$ cat src/design/lwc_pkg.sv
// Shared types, codes and helpers for the LRU write-back cache model.
package lwc_pkg;

  localparam int CTR_W      = 48;
  localparam int CFG_IDX_W  = 2;
  localparam int CFG_DATA_W = 4;

  localparam logic [2:0] LINE_LOG2_MIN   = 3'd4;
  localparam logic [2:0] SIZE_LOG2_MAX   = 3'd4;
  localparam logic [2:0] LINE_LOG2_RESET = 3'd5;
  localparam logic [3:0] SET_LOG2_RESET  = 4'd7;
  localparam logic [2:0] WAY_COUNT_RESET = 3'd2;

  typedef enum logic [CFG_IDX_W-1:0] {
    CFG_LINE_LOG2 = 2'd0,
    CFG_SET_LOG2  = 2'd1,
    CFG_WAY_COUNT = 2'd2
  } cfg_reg_e;

  typedef enum logic [3:0] {
    ST_CLEAR = 4'b0001,
    ST_IDLE  = 4'b0010,
    ST_LOOK  = 4'b0100,
    ST_READ  = 4'b1000
  } state_e;

  typedef struct packed {
    logic hit;
    logic wrote_back;
  } lookup_flags_t;

  function automatic logic [CTR_W-1:0] sat_inc(input logic [CTR_W-1:0] v);
    return (&v) ? v : v + 1'b1;
  endfunction

endpackage

$ cat src/design/lwc_way_logic.sv
// Set row update: hit search, victim choice, LRU rank update and fill.
module lwc_way_logic
  import lwc_pkg::*;
#(
  parameter int MAX_WAYS = 4,
  parameter int TAG_W    = 28,
  localparam int RANK_W  = (MAX_WAYS > 1) ? $clog2(MAX_WAYS) : 1,
  localparam int NW_W    = $clog2(MAX_WAYS + 1)
) (
  input  logic [TAG_W-1:0]                  la_i,
  input  logic                              st_i,
  input  logic [NW_W-1:0]                   ways_i,
  input  logic [MAX_WAYS-1:0][TAG_W-1:0]    tag_i,
  input  logic [MAX_WAYS-1:0]               valid_i,
  input  logic [MAX_WAYS-1:0]               dirty_i,
  input  logic [MAX_WAYS-1:0][RANK_W-1:0]   rank_i,
  output logic [MAX_WAYS-1:0][TAG_W-1:0]    tag_o,
  output logic [MAX_WAYS-1:0]               valid_o,
  output logic [MAX_WAYS-1:0]               dirty_o,
  output logic [MAX_WAYS-1:0][RANK_W-1:0]   rank_o,
  output lookup_flags_t                     flags_o,
  output logic [RANK_W-1:0]                 way_o
);

  always_comb begin
    logic              hit;
    logic [RANK_W-1:0] hit_way;
    logic              inv;
    logic [RANK_W-1:0] inv_way;
    logic [RANK_W-1:0] lru_way;
    logic [RANK_W-1:0] way;
    logic [RANK_W-1:0] old;

    hit     = 1'b0;
    hit_way = '0;
    for (int w = MAX_WAYS - 1; w >= 0; w--) begin
      if ((NW_W'(w) < ways_i) && valid_i[w] && (tag_i[w] == la_i)) begin
        hit     = 1'b1;
        hit_way = RANK_W'(w);
      end
    end

    inv     = 1'b0;
    inv_way = '0;
    for (int w = 0; w < MAX_WAYS; w++) begin
      if ((NW_W'(w) < ways_i) && !valid_i[w]) begin
        inv     = 1'b1;
        inv_way = RANK_W'(w);
      end
    end

    // ties keep the lower way
    lru_way = '0;
    for (int w = 1; w < MAX_WAYS; w++) begin
      if ((NW_W'(w) < ways_i) && (rank_i[w] > rank_i[lru_way])) begin
        lru_way = RANK_W'(w);
      end
    end

    way = hit ? hit_way : (inv ? inv_way : lru_way);
    old = valid_i[way] ? rank_i[way] : RANK_W'(MAX_WAYS - 1);

    flags_o.hit        = hit;
    flags_o.wrote_back = !hit && valid_i[way] && dirty_i[way];
    way_o              = way;

    tag_o   = tag_i;
    valid_o = valid_i;
    dirty_o = dirty_i;
    rank_o  = rank_i;
    for (int v = 0; v < MAX_WAYS; v++) begin
      if ((NW_W'(v) < ways_i) && (RANK_W'(v) != way) && valid_i[v] && (rank_i[v] < old)) begin
        rank_o[v] = rank_i[v] + 1'b1;
      end
    end
    rank_o[way] = '0;
    if (hit) begin
      dirty_o[way] = dirty_i[way] | st_i;
    end else begin
      valid_o[way] = 1'b1;
      dirty_o[way] = st_i;
      tag_o[way]   = la_i;
    end
  end

endmodule

$ cat config.mk
export PLATFORM = sky130hd
export DESIGN_NAME = lwc_way_logic
export DESIGN_NICKNAME = d
export VERILOG_FILES = /design/src/design/lwc_pkg.sv /design/src/design/lwc_way_logic.sv
export SDC_FILE = /design/constraint.sdc
export NUM_CORES = 1
export LEC_CHECK = 0
export ABC_AREA = 1
export BUFFER_PORTS_ARGS = -buffer_cell sky130_fd_sc_hd__buf_4
export CAP_MARGIN = 25
export CORE_AREA = 2 2 113 115
export DETAILED_ROUTE_END_ITERATION = 8
export DIE_AREA = 0 0 115 117
export PLACE_DENSITY = 0.79
export SLEW_MARGIN = 20
export SYNTH_ARGS = -nofsm -noshare
export SYNTH_HDL_FRONTEND = slang
export SYNTH_SLANG_ARGS = --single-unit
$ cat constraint.sdc
create_clock -name vclk -period 10.4
set_input_delay 2.08 -clock vclk [all_inputs]
set_output_delay 2.08 -clock vclk [all_outputs]
set_load 0.02 [all_outputs]
### Word-level counts from Yosys, hierarchy flattened

Index checks and enable logic that the tools add are counted.

| storage, ports and cells | value |
|---|---|
| register bits after elaboration | 0 |
| bits of input ports | 160 |
| logic and storage cells | 113 |

| cells by class | value |
|---|---|
| add/sub/neg operators | 4 |
| magnitude comparators | 15 |
| equality and inequality tests | 7 |
| multiplexer cells | 47 |
| bitwise gates (word level) | 4 |
| reductions and logical operators | 36 |

Operators with widths:

| kind | count |
|---|---|
| $bwmux W112 | 1 |
| $eq A28 B28 Y1 | 4 |
| $mux W112 | 1 |
| $demux W28 S2 | 1 |
| $mux W2 | 19 |
| $logic_and A1 B1 Y1 | 30 |
| $mux W28 | 1 |
| $mux W1 | 13 |
| $bmux W2 S2 | 3 |
| $lt A2 B3 Y1 const B | 3 |
| $add A2 B1 Y2 const B | 4 |
| $and A8 B8 Y8 | 1 |
| $bwmux W4 | 2 |
| $lt A2 B2 Y1 | 4 |
| $mux W4 | 2 |
| $not A8 Y8 | 1 |
| $gt A2 B2 Y1 | 3 |
| $lt A1 B3 Y1 const A | 2 |
| $lt A2 B3 Y1 const A | 2 |
| $logic_not A1 Y1 | 5 |
| $bmux W1 S2 | 2 |
| $demux W2 S2 | 1 |
| $ne A2 B2 Y1 const A | 2 |
| $or A4 B4 Y4 | 1 |
| 5 further kinds | 5 |

### Depth between registers and ports, before layout

| logic depth | value |
|---|---|
| word-level depth | 22 |
| depth in mapped cells | 33 |

### Worst setup path before layout

No wires, ideal clock.

| path | value |
|---|---|
| kind | input port to output port |
| start point | input port rank_i[1] (netlist name) |
| end point | output port dirty_o[3] |
| arrival time | 5617 ps |
| setup slack | 2703 ps |
| cell stages on the path | 28 |
| path buffers | 0 |
| cell sequence | inv_1 ha_1 nand2_1 nand2_1 nor2_1 o21ai_0 ha_1 inv_1 nor2_1 nor2_1 nor2_1 nand2_1 nand2_1 o21ai_0 ha_1 inv_1 nor2_1 o21ai_0 nand2_1 a21boi_0 nand3_1 nand2_4 inv_4 nor2_4 nand2_1 nand4_1 a21oi_2 o21ai_0 |

| between the ends | value |
|---|---|
| longest elaborated chain between the ends | 21 |
| elaborated cells on any way between the ends | 26 |

RTL lines:

| what | line | RTL |
|---|---|---|
| from (decl) | lwc_way_logic.sv:16 | `input logic [MAX_WAYS-1:0][RANK_W-1:0] rank_i,` |
| $gt A2 B2 Y1 | lwc_way_logic.sv:55 | `if ((NW_W'(w) < ways_i) && (rank_i[w] > rank_i[lru_way])) begin` |
| $logic_and A1 B1 Y1 | lwc_way_logic.sv:55 |  |
| $mux W1 | lwc_way_logic.sv:55 |  |
| $bmux W2 S2 | lwc_way_logic.sv:55 |  |
| $mux W2 (implied by the code) | lwc_way_logic.sv:55 |  |
| $gt A2 B2 Y1 | lwc_way_logic.sv:55 |  |
| $logic_and A1 B1 Y1 | lwc_way_logic.sv:55 |  |
| $mux W2 | lwc_way_logic.sv:55 |  |
| [... 5 more ...] | - |  |
| $mux W2 * (2 in a row) | lwc_way_logic.sv:60 | `way = hit ? hit_way : (inv ? inv_way : lru_way);` |
| named net way_o[1] | lwc_way_logic.sv:22 | `output logic [RANK_W-1:0] way_o` |
| $lt A2 B3 Y1 (implied by the code) / $ge A2 B1 Y1 (equally long branches) | lwc_way_logic.sv:78, lwc_way_logic.sv:81 |  |
| $logic_and A1 B1 Y1 (implied by the code) | lwc_way_logic.sv:78, lwc_way_logic.sv:81 |  |
| $mux W1 (implied by the code) | lwc_way_logic.sv:78, lwc_way_logic.sv:81 |  |
| $demux W1 S2 | lwc_way_logic.sv:78, lwc_way_logic.sv:81 |  |
| $bwmux W4 (on tied branches) | lwc_way_logic.sv:81, lwc_way_logic.sv:78 |  |
| $mux W4 * | lwc_way_logic.sv:77 | `if (hit) begin` |
| to (decl) | lwc_way_logic.sv:19 | `output logic [MAX_WAYS-1:0] dirty_o,` |

Mark *: on every way through the listed nets, which the timed path passes. The rest lies on a longest branch. The select of a mux whose other input is x is not followed.

==> qor.csv <==
metric;value;unit
status;complete, no violations;
Total GRT Usage;0.345;
Synth area leaders;nand2_1 (36%), o21ai_0 (11%), inv_1 (10%);
arrival time worst endpoint;6700;ps
synth warn;0;
largest net degree at the start of global routing;43;
initial antenna violation count;0;
GR Util met1;0.434;
Tightest Pin Transition;675;ps
vias;7522;
die area;13500;µm²
TritonRoute pass-1 iters;7;
Logic pwr share;1.000;
grt ovf;0;
FFs & Latches;0;
synthesized area per cell;4.62;µm²
final setup margin;1620;ps
Final setup viols;0;
cell internal pwr;0.212;mW
DRT antenna net count;0;
GP Congestion;1.03;
Power Density;81.0;nW/µm²
Area growth syn-to-layout;39.8;%
Syn Inst Count;1095;
pre-CTS setup slack;1730;ps
post-synth top area share;0.356;
DR WL/cell;16.4;µm
Max-Cap Viols;0;
Tot Pwr;0.573;mW
peak supply drop;0.0435;mV
post-synthesis sequential area ratio;0;
CORE AREA;12300;µm²
sequential standard cell area;0;µm²
drt drc;0;
Starting DRT DRC Count;654;
first-pass GRT wire length;35.9;mm
Nets;1506;
syn nets;1261;
GR Util met2;0.609;
worst setup path start;rank_i[1];
Slew Limit Fails;0;
Port-buffer cells;292;
Starting Density;0.411;
hold buffer count at CTS;0;
largest area contributor in the netlist;nand2_1;
post-route setup TNS;0;ps
most frequent cells in the layout;nand2_1 (480), buf_4 (295), inv_1 (141);
Crit Path Class;primary input to primary output;
most common cell after layout, fill and taps aside;nand2_1;
# diodes;0;
FP Rows;41;
post-CTS setup buffer count;0;
worst rel slew slack;0.550;
Final period util;0.844;
die width;115;µm
vias per inst;5.06;
Setup crit start kind;primary input;
Worst setup EP type;primary output;
HP Class;primary input to primary output;
gr busiest metal;met2;
clock buffer count;0;
proportion of layout cells with a drive suffix above 1;0.274;
Critical Path Fanout Max;38;
static leakage power;4.24;nW
post-DP HPWL;21.0;mm
Post-Route WL;24.4;mm
Achievable Freq;114;MHz
final hold vios;0;
Clock Power Share;0;
Yosys cell types;37;
number of global-route vias before repair;6846;
met3 GRT Util;0.0345;
sequential share of power;0;
P_sw;0.361;mW
Req. time, crit path;8320;ps
# IOs;292;
Die Y;117;µm
min Tclk post-route;8780;ps
cell area after synthesis;5060;µm²
RSZ-0062 raised after global routing;false;
hold_sp;tag_i[50];
Sw Share;0.629;
# resized after CTS;0;
cell families (layout without fill, tap and decap cells):
| logic type | count (synthesis) | count (layout) | share of synthesized area |
|---|---|---|---|
| buffers and inverters | 223 | 466 | 0.208 |
| AOI/OAI and AO/OA | 143 | 143 | 0.146 |
| and+or+nand+nor | 685 | 685 | 0.566 |
| adders and majority gates | 6 | 6 | 0.0148 |
| xor gates and xnor gates | 38 | 38 | 0.0658 |
Yosys cell counts (2+ instances only):
cell and number:
a21oi_1 14, buf_1 2, buf_2 6, buf_4 19, buf_6 16, clkbuf_1 9, ha_1 6, inv_1 141
inv_2 24, inv_4 6, nand2_1 480, nand2_2 14, nand2_4 3, nand3_1 24, nand3_2 5, nand4_1 15
nor2_1 111, nor2_2 9, nor2_4 7, nor3_1 2, nor4_1 7, o21ai_0 110, o21ai_1 14, or4_1 2
xnor2_1 17, xor2_1 21
final timing paths:
check / to / slack [ps] / cells after the start
hold / removal: tag_o[50] / 4490 / 4
setup / recovery: tag_o[12] / 1620 / 28
routing by layer:
layer / vias to the layer above / share of wire
met5: - / 0
met4: 0 / 0.038
met3: 49 / 0.086
met2: 410 / 0.47
met1: 3253 / 0.41
li1: 3810 / -
power by group through the flow:
stage / clock, mW / sequential (mW) / combinational [mW]
3_3_place_gp: 0 / 0 / 0.564
6_report: 0 / 0 / 0.573
3_5_place_dp: 0 / 0 / 0.566
2_1_floorplan: 0 / 0 / 0.335
5_1_grt: 0 / 0 / 0.618
4_1_cts: 0 / 0 / 0.568
per-stage QoR:
step	std cells	utilization	area, µm²	hold WS (ps)
floorplan	1095	-	5060	4340
global placement	1488	0.574	7070	4480
detailed placement	1488	0.574	7070	4490
CTS	1488	0.574	7070	4490
global route	1488	0.574	7070	4510
finish	1488	0.574	7070	4490
final cells by class:
type / instances / area, µm²
Inverter: 171 / 657
Timing Repair Buffer: 295 / 2210
Tap cell: 150 / 188
Multi-Input combinational cell: 872 / 4010
Fill cell: 1352 / 5240
critical path, cell delays in order:
cell and delay [ps]:
buf_4 110, inv_1 70, ha_1 300, nand2_1 60
nand2_1 50, nor2_1 240, o21ai_0 160, ha_1 310
inv_1 40, nor2_1 70, nor2_1 50, nor2_1 90
nand2_1 140, nand2_1 90, o21ai_0 80, ha_1 290
inv_1 60, nor2_1 30, o21ai_0 210, nand2_1 80
a21boi_0 160, nand3_1 160, nand2_4 180, inv_4 90
nor2_4 550, inv_2 460, o21ai_0 280, buf_4 180
No activity file was read; power rests on OpenSTA's default activity.
